==> config.mk <==
export PLATFORM = sky130hd
export DESIGN_NAME = htri_ctrl
export DESIGN_NICKNAME = d
export VERILOG_FILES = /design/src/rtl/heat_tracked_record_index_assert.svh /design/src/rtl/htri_pkg.sv /design/src/rtl/htri_ctrl.sv
export SDC_FILE = /design/constraint.sdc
export NUM_CORES = 1
export LEC_CHECK = 0
export BUFFER_PORTS_ARGS = -buffer_cell sky130_fd_sc_hd__buf_2
export CORE_MARGIN = 1.5
export CORE_UTILIZATION = 50
export CTS_CLUSTER_DIAMETER = 50
export DETAILED_ROUTE_END_ITERATION = 7
export PLACE_DENSITY = 0.79
export SETUP_SLACK_MARGIN = 0.4
export SLEW_MARGIN = 40
export SYNTH_ARGS = -nofsm -noshare
export SYNTH_HDL_FRONTEND = slang
export SYNTH_SLANG_ARGS = --single-unit
==> constraint.sdc <==
create_clock -name i_clk -period 2.5 [get_ports i_clk]
set_input_delay 0.5 -clock i_clk [delete_from_list [all_inputs] [get_ports i_clk]]
set_output_delay 0.5 -clock i_clk [all_outputs]
set_load 0.005 [all_outputs]
==> src/rtl/heat_tracked_record_index_assert.svh <==
// assertion macros shared by the record index rtl
// no dependencies
`ifndef HEAT_TRACKED_RECORD_INDEX_ASSERT_SVH
`define HEAT_TRACKED_RECORD_INDEX_ASSERT_SVH
// implication checked on every clock edge outside reset
`define HTRI_ASSERT_IMP(lbl, clk, rst_n, a, c, msg) \
    lbl: assert property (@(posedge clk) disable iff (!rst_n) (a) |-> (c)) else $error(msg);
// next-cycle implication
`define HTRI_ASSERT_NXT(lbl, clk, rst_n, a, c, msg) \
    lbl: assert property (@(posedge clk) disable iff (!rst_n) (a) |=> (c)) else $error(msg);
`endif

==> src/rtl/htri_pkg.sv <==
// types and constants for the record index
// no dependencies
package htri_pkg;
    localparam int unsigned EntriesDef = 4096;
    localparam int unsigned HeaderBytesDef = 24;
    localparam int unsigned OffW = 40;
    localparam int unsigned SizeW = 32;
    localparam int unsigned KeyW = 64;
    localparam int unsigned HeatW = 8;
    localparam logic [HeatW-1:0] HeatMax = 8'd255;

    typedef enum logic [2:0] {
        OP_WRITE = 3'd0, OP_READ = 3'd1, OP_DELETE = 3'd2,
        OP_TICK = 3'd3, OP_PROMOTE = 3'd4, OP_FLUSH = 3'd5
    } t_op;

    typedef enum logic [1:0] {
        ST_OK = 2'd0, ST_NOT_FOUND = 2'd1, ST_FULL = 2'd2, ST_INDEX_FULL = 2'd3
    } t_status;

    typedef enum logic [1:0] {
        CFG_MAX_SIZE = 2'd0, CFG_COLD = 2'd1, CFG_HOT = 2'd2
    } t_cfg_idx;

    typedef struct packed {
        logic [2:0]  op;
        logic [63:0] key_digest;
        logic [15:0] key_len;
        logic [23:0] val_bytes;
    } t_in_item;

    typedef struct packed {
        logic [1:0]  status;
        logic [39:0] record_offset;
        logic [31:0] rec_bytes;
        logic [7:0]  heat;
        logic        hot;
    } t_out_item;

    // datapath commands from the controller
    typedef struct packed {
        logic load;        // capture input item
        logic rd_en;       // issue read at rd_addr
        logic rd_last;     // read address comes from last entry
        logic wr_new;      // write captured item at count
        logic wr_heat;     // write modified heat at match slot
        logic wr_move;     // write last entry data at match slot
        logic wr_cool;     // write cooled heat at scan slot
        logic cnt_inc;
        logic cnt_dec;
        logic flush;
        logic adv_ptr;
        logic take_match;  // latch entry data read this cycle as match
        logic out_load;
    } t_cmd;

    typedef struct packed {
        logic hit;         // registered read data key matches
        logic fits;
        logic room;
        logic empty;
        logic [2:0] op;
    } t_sts;
endpackage

==> src/rtl/htri_ctrl.sv <==
// controller sequencing one item at a time over the entry stores
// depends on htri_pkg
module htri_ctrl import htri_pkg::*; #(
    parameter int unsigned Entries = EntriesDef
) (
    input  logic  i_clk,
    input  logic  i_rst_n,
    input  logic  i_in_valid,
    output logic  o_in_stall,
    output logic  o_out_valid,
    input  logic  i_out_stall,
    input  t_sts  i_sts,
    input  logic [$clog2(Entries+1)-1:0] i_count,
    output t_cmd  o_cmd,
    output logic [$clog2(Entries+1)-1:0] o_scan,
    output t_status o_status,
    output logic  o_report
);
    localparam int unsigned CW = $clog2(Entries+1);
    typedef enum logic [2:0] {
        S_IDLE, S_DECODE, S_SCAN, S_MOVE, S_MOVE_WR, S_COOL, S_DONE
    } t_state;

    t_state r_state, n_state;
    logic [CW-1:0] r_scan, n_scan;
    logic r_out_valid;
    t_status r_status, n_status;
    logic r_report, n_report;
    logic out_free;

    assign out_free = !r_out_valid || !i_out_stall;
    assign o_in_stall = (r_state != S_IDLE);
    assign o_out_valid = r_out_valid;
    assign o_scan = r_scan;
    assign o_status = n_status;
    assign o_report = n_report;

    always_comb begin
        n_state = r_state;
        n_scan = r_scan;
        n_status = r_status;
        n_report = r_report;
        o_cmd = '0;
        case (r_state)
            S_IDLE: begin
                if (i_in_valid) begin
                    o_cmd.load = 1'b1;
                    n_scan = '0;
                    n_status = ST_OK;
                    n_report = 1'b0;
                    n_state = S_DECODE;
                end
            end
            S_DECODE: begin
                case (t_op'(i_sts.op))
                    OP_WRITE: begin
                        if (!i_sts.fits) n_status = ST_FULL;
                        else if (i_sts.room) begin
                            o_cmd.wr_new = 1'b1;
                            o_cmd.cnt_inc = 1'b1;
                        end else n_status = ST_INDEX_FULL;
                        n_state = S_DONE;
                    end
                    OP_READ, OP_DELETE, OP_PROMOTE, OP_TICK: begin
                        if (i_sts.empty) begin
                            if (t_op'(i_sts.op) != OP_TICK) n_status = ST_NOT_FOUND;
                            n_state = S_DONE;
                        end else begin
                            o_cmd.rd_en = 1'b1;
                            n_scan = r_scan + 1'b1;
                            n_state = (t_op'(i_sts.op) == OP_TICK) ? S_COOL : S_SCAN;
                        end
                    end
                    OP_FLUSH: begin
                        o_cmd.flush = 1'b1;
                        n_state = S_DONE;
                    end
                    default: n_state = S_DONE;
                endcase
            end
            S_SCAN: begin
                // ram data for the previous address is valid here
                if (i_sts.hit) begin
                    o_cmd.take_match = 1'b1;
                    n_report = 1'b1;
                    if (t_op'(i_sts.op) == OP_DELETE) begin
                        o_cmd.rd_en = 1'b1;
                        o_cmd.rd_last = 1'b1;
                        n_state = S_MOVE;
                    end else if (t_op'(i_sts.op) == OP_READ) begin
                        n_state = S_MOVE_WR;
                    end else n_state = S_DONE;
                end else if (r_scan == i_count) begin
                    n_status = ST_NOT_FOUND;
                    n_state = S_DONE;
                end else begin
                    o_cmd.rd_en = 1'b1;
                    n_scan = r_scan + 1'b1;
                end
            end
            S_MOVE: begin
                // last entry data on ram output, copy into freed slot
                o_cmd.wr_move = 1'b1;
                o_cmd.cnt_dec = 1'b1;
                n_state = S_DONE;
            end
            S_MOVE_WR: begin
                o_cmd.wr_heat = 1'b1;
                n_state = S_DONE;
            end
            S_COOL: begin
                o_cmd.wr_cool = 1'b1;
                if (r_scan == i_count) n_state = S_DONE;
                else begin
                    o_cmd.rd_en = 1'b1;
                    n_scan = r_scan + 1'b1;
                end
            end
            S_DONE: begin
                if (out_free) begin
                    o_cmd.out_load = 1'b1;
                    // pointer moves with the result so the old offset is reported
                    if (t_op'(i_sts.op) == OP_WRITE && r_status != ST_FULL) begin
                        o_cmd.adv_ptr = 1'b1;
                    end
                    n_state = S_IDLE;
                end
            end
            default: n_state = S_IDLE;
        endcase
    end

    always_ff @(posedge i_clk) begin
        if (!i_rst_n) begin
            r_state <= S_IDLE;
            r_scan <= '0;
            r_out_valid <= 1'b0;
            r_status <= ST_OK;
            r_report <= 1'b0;
        end else begin
            r_state <= n_state;
            r_scan <= n_scan;
            r_status <= n_status;
            r_report <= n_report;
            if (o_cmd.out_load) r_out_valid <= 1'b1;
            else if (!i_out_stall) r_out_valid <= 1'b0;
        end
    end
endmodule
==> flow_summary.yaml <==
cts:
  cts_buffers: 3
  clock_latency_ns: 0.32
  cts_tree: "built"
  cts_root_buffer: "clkbuf_4"
  htreeDepth: 1
  clock_path_buffers: 2
  clk_pin_slew_ns: 0.13
  clock-sinks: 20
global_route:
  antenna_found_initial: 0
  overflow: 0
  grtUsageMet2_pct: 40.6
  grt_util_met1_pct: 38.9
  busiest_layer: "met2"
  grt_max_degree: 24
  grt_pass1_vias: 1550
  grt_pass1_wl_um: 7380
  grt_usage_pct: 26.8
  grt_use_met3_pct: 4.69
logic_synthesis:
  async_flop_share_pct: 0
  synth-compound-area-share_pct: 21.9
  syn_area_mm2: 0.00167
  synthMuxAreaShare_pct: 6.58
  avgSynthCellArea_um2: 7.71
  synth_area_leaders: "dfxtp_1 24%, xnor2_1 6.8%, mux2i_1 6.6%, nand2_1 5.6%, or3_1 4.1%"
  ys_types: 53
  synthFlopType: "dfxtp_1"
  ys_ff_latch: 20
  synthAdderAreaFrac_pct: 0.747
  synth_seq_area_share_pct: 23.9
  synthSimpleGateAreaFrac_pct: 32.4
  yosys_warnings: 0
  synth-edff-count: 0
  synth_top_family_by_area: "simple AND/OR/NAND/NOR gates"
  netlist_instances: 217
  synth_xor_area_share_pct: 7.32
  syn_nets: 242
  synth_top_area_share_pct: 23.9
  yosysTopAreaCell: "dfxtp_1"
timing:
  slew_violations: 0
  hold_viol: 0
  finalCriticalPeriod_ns: 2.29
  clock_skew_ns: 0.00555
  finalSetupViolations: 0
  min_period_over_period_pct: 91.8
  maxSlewHeadroom_pct: 62.0
  fin_hold_ws_ns: 0.479
  fin_tns_setup_ns: 0
  fmax_mhz: 436
  rsz0062_at_grt: "true"
  tightest_slew_ns: 0.570
power:
  switching_share_pct: 45.4
  p_comb_share_pct: 55.2
  ir_drop_mv: 0.341
  p_sw_mw: 0.681
  p_int_mw: 0.819
  clkPwrFrac_pct: 13.9
  p_leak_nw: 0.957
  power_density_mw_per_mm2: 671
  power_frac_seq_pct: 30.9
setup_path:
  path_max_fanout: 4
  cp.arrival_ns: 1.79
  crit_required_ns: 2.00
  end_kind: "primary output"
  cp-start-kind: "register"
  critPathKind: "reg -> out"
placement:
  hpwl_um: 3010
  port_buffers: 54
  gp_congestion: 0.832
drt:
  drtIter0Drc: 118
  via_per_inst: 5.79
  drt-pass1-iter-count: 4
  vias: 1852
  drt-total-wl_um: 4790
  wl_per_cell_um: 15.0
  drc: 0
  drtAntennaViolNets: 0
floorplan:
  die_area_mm2: 0.00370
  fp.dieW_um: 60.9
  ios: 55
  start_util_pct: 53.5
  fp-row-count: 20
  die_h_um: 60.9
  fp.coreArea_mm2: 0.00313
cells_and_area:
  antenna_cells: 0
  fin_nets: 302
  drive_gt1_share_pct: 42.8
  nFillCells: 261
  area_delta_synth_final_pct: 33.6
job:
  cap_viol_max_count: 0
worst_hold_path:
  hp-class: "in -> reg"
status:
  outcome: "finished, final reports clean"
## cell families (layout without fill, tap and decap cells)
group / after synthesis / after routing
compound gates: 48 / 48
mux: 11 / 11
fa+ha+maj: 1 / 1
simple gates: 98 / 98
flops: 20 / 20
buf+inv: 25 / 84
xor+xnor: 14 / 14
## synth_stat cells (all sizes together) (2+ instances only)
master,n
o31a,2
a211oi,3
o21ai,8
dfxtp,20
nand2b,2
o31ai,3
nor2b,3
a21oi,9
nor4,4
and3,3
nor3,10
inv,8
buf,8
o211ai,3
xnor2,13
a31oi,4
mux2i,11
nand3,12
a2111oi,3
nand4,7
or3,12
nand2,26
clkbuf,9
nor2,13
## what timing repair did
| action | 4_1_cts | 5_1_grt |
|---|---|---|
| resized for setup | 36 | 9 |
| endpoints found under the setup margin | 18 | 13 |
| hold buffers | 0 | 0 |
| pin swaps | 13 | 2 |
| setup buffers | 9 | 4 |
## routing by layer
layer	vias up	routed length (um)
met5	-	0
met4	0	61
met3	7	284
met2	86	2270
met1	837	2180
li1	922	-
## critical path: stages (launching register included)
cell and delay (ns):
dfxtp_4 0.37, xnor2_2 0.19, nand2_2 0.10, nor4_4 0.32, buf_12 0.15, and3b_1 0.18, nor2_1 0.04, buf_2 0.11
## cell usage in the layout (no fill, tap or decap), drive strengths merged, types with 7 or more instances in the layout
cell type,netlist,final
o21ai,8,8
nand2,26,26
inv,8,8
xnor2,13,13
nand4,7,7
buf,8,71
a21oi,9,9
dfxtp,20,20
nor3,10,10
nor2,13,13
or3,12,12
nand3,12,12
mux2i,11,11
## worst paths after layout
check                     end  slack [ns]  cells past startpoint       start
setup / recovery  o_status[1]        0.21                      7   o_scan[7]
setup reg to reg    o_scan[6]        0.55                      6  r_state[0]
hold reg to reg     o_scan[2]        0.52                      2   o_scan[2]
hold / removal     r_state[2]        0.48                      3     i_rst_n
## stage by stage
step,cell area (um^2),power (mW),std cells,util (%),worst slack (ns)
floorplan,1670,1.00,217,-,0.407
detailed placement,1960,1.18,303,62.6,0.242
global placement,1960,1.17,303,62.6,0.240
finish,2240,1.50,320,71.5,0.206
global route,2240,1.60,320,71.5,0.139
CTS,2180,1.42,316,69.6,0.259
## area by class of cell
cell class              count  area, um^2  area share (%)
well taps                  44        55.1            2.46
repair buffers             72         415            18.6
multi-input cells         172        1250            55.9
clock buffers               4        36.3            1.62
inverters                   8        30.0            1.34
flip-flops and latches     20         449            20.1
## power groups by stage
stage	clock (mW)	combinational, mW	sequential, mW
floorplan	0	0.614	0.390
global placement	0	0.702	0.468
detailed placement	0	0.711	0.468
CTS	0.203	0.755	0.461
global route	0.220	0.907	0.474
finish	0.209	0.828	0.463
## sequential cells by signal, indices dropped and copies added (netlist names)
name / cells
o_scan: 13
o_out_valid: 1
r_state: 3
r_status: 2
r_report: 1
Note: power is estimated with default switching activity, not from simulation.
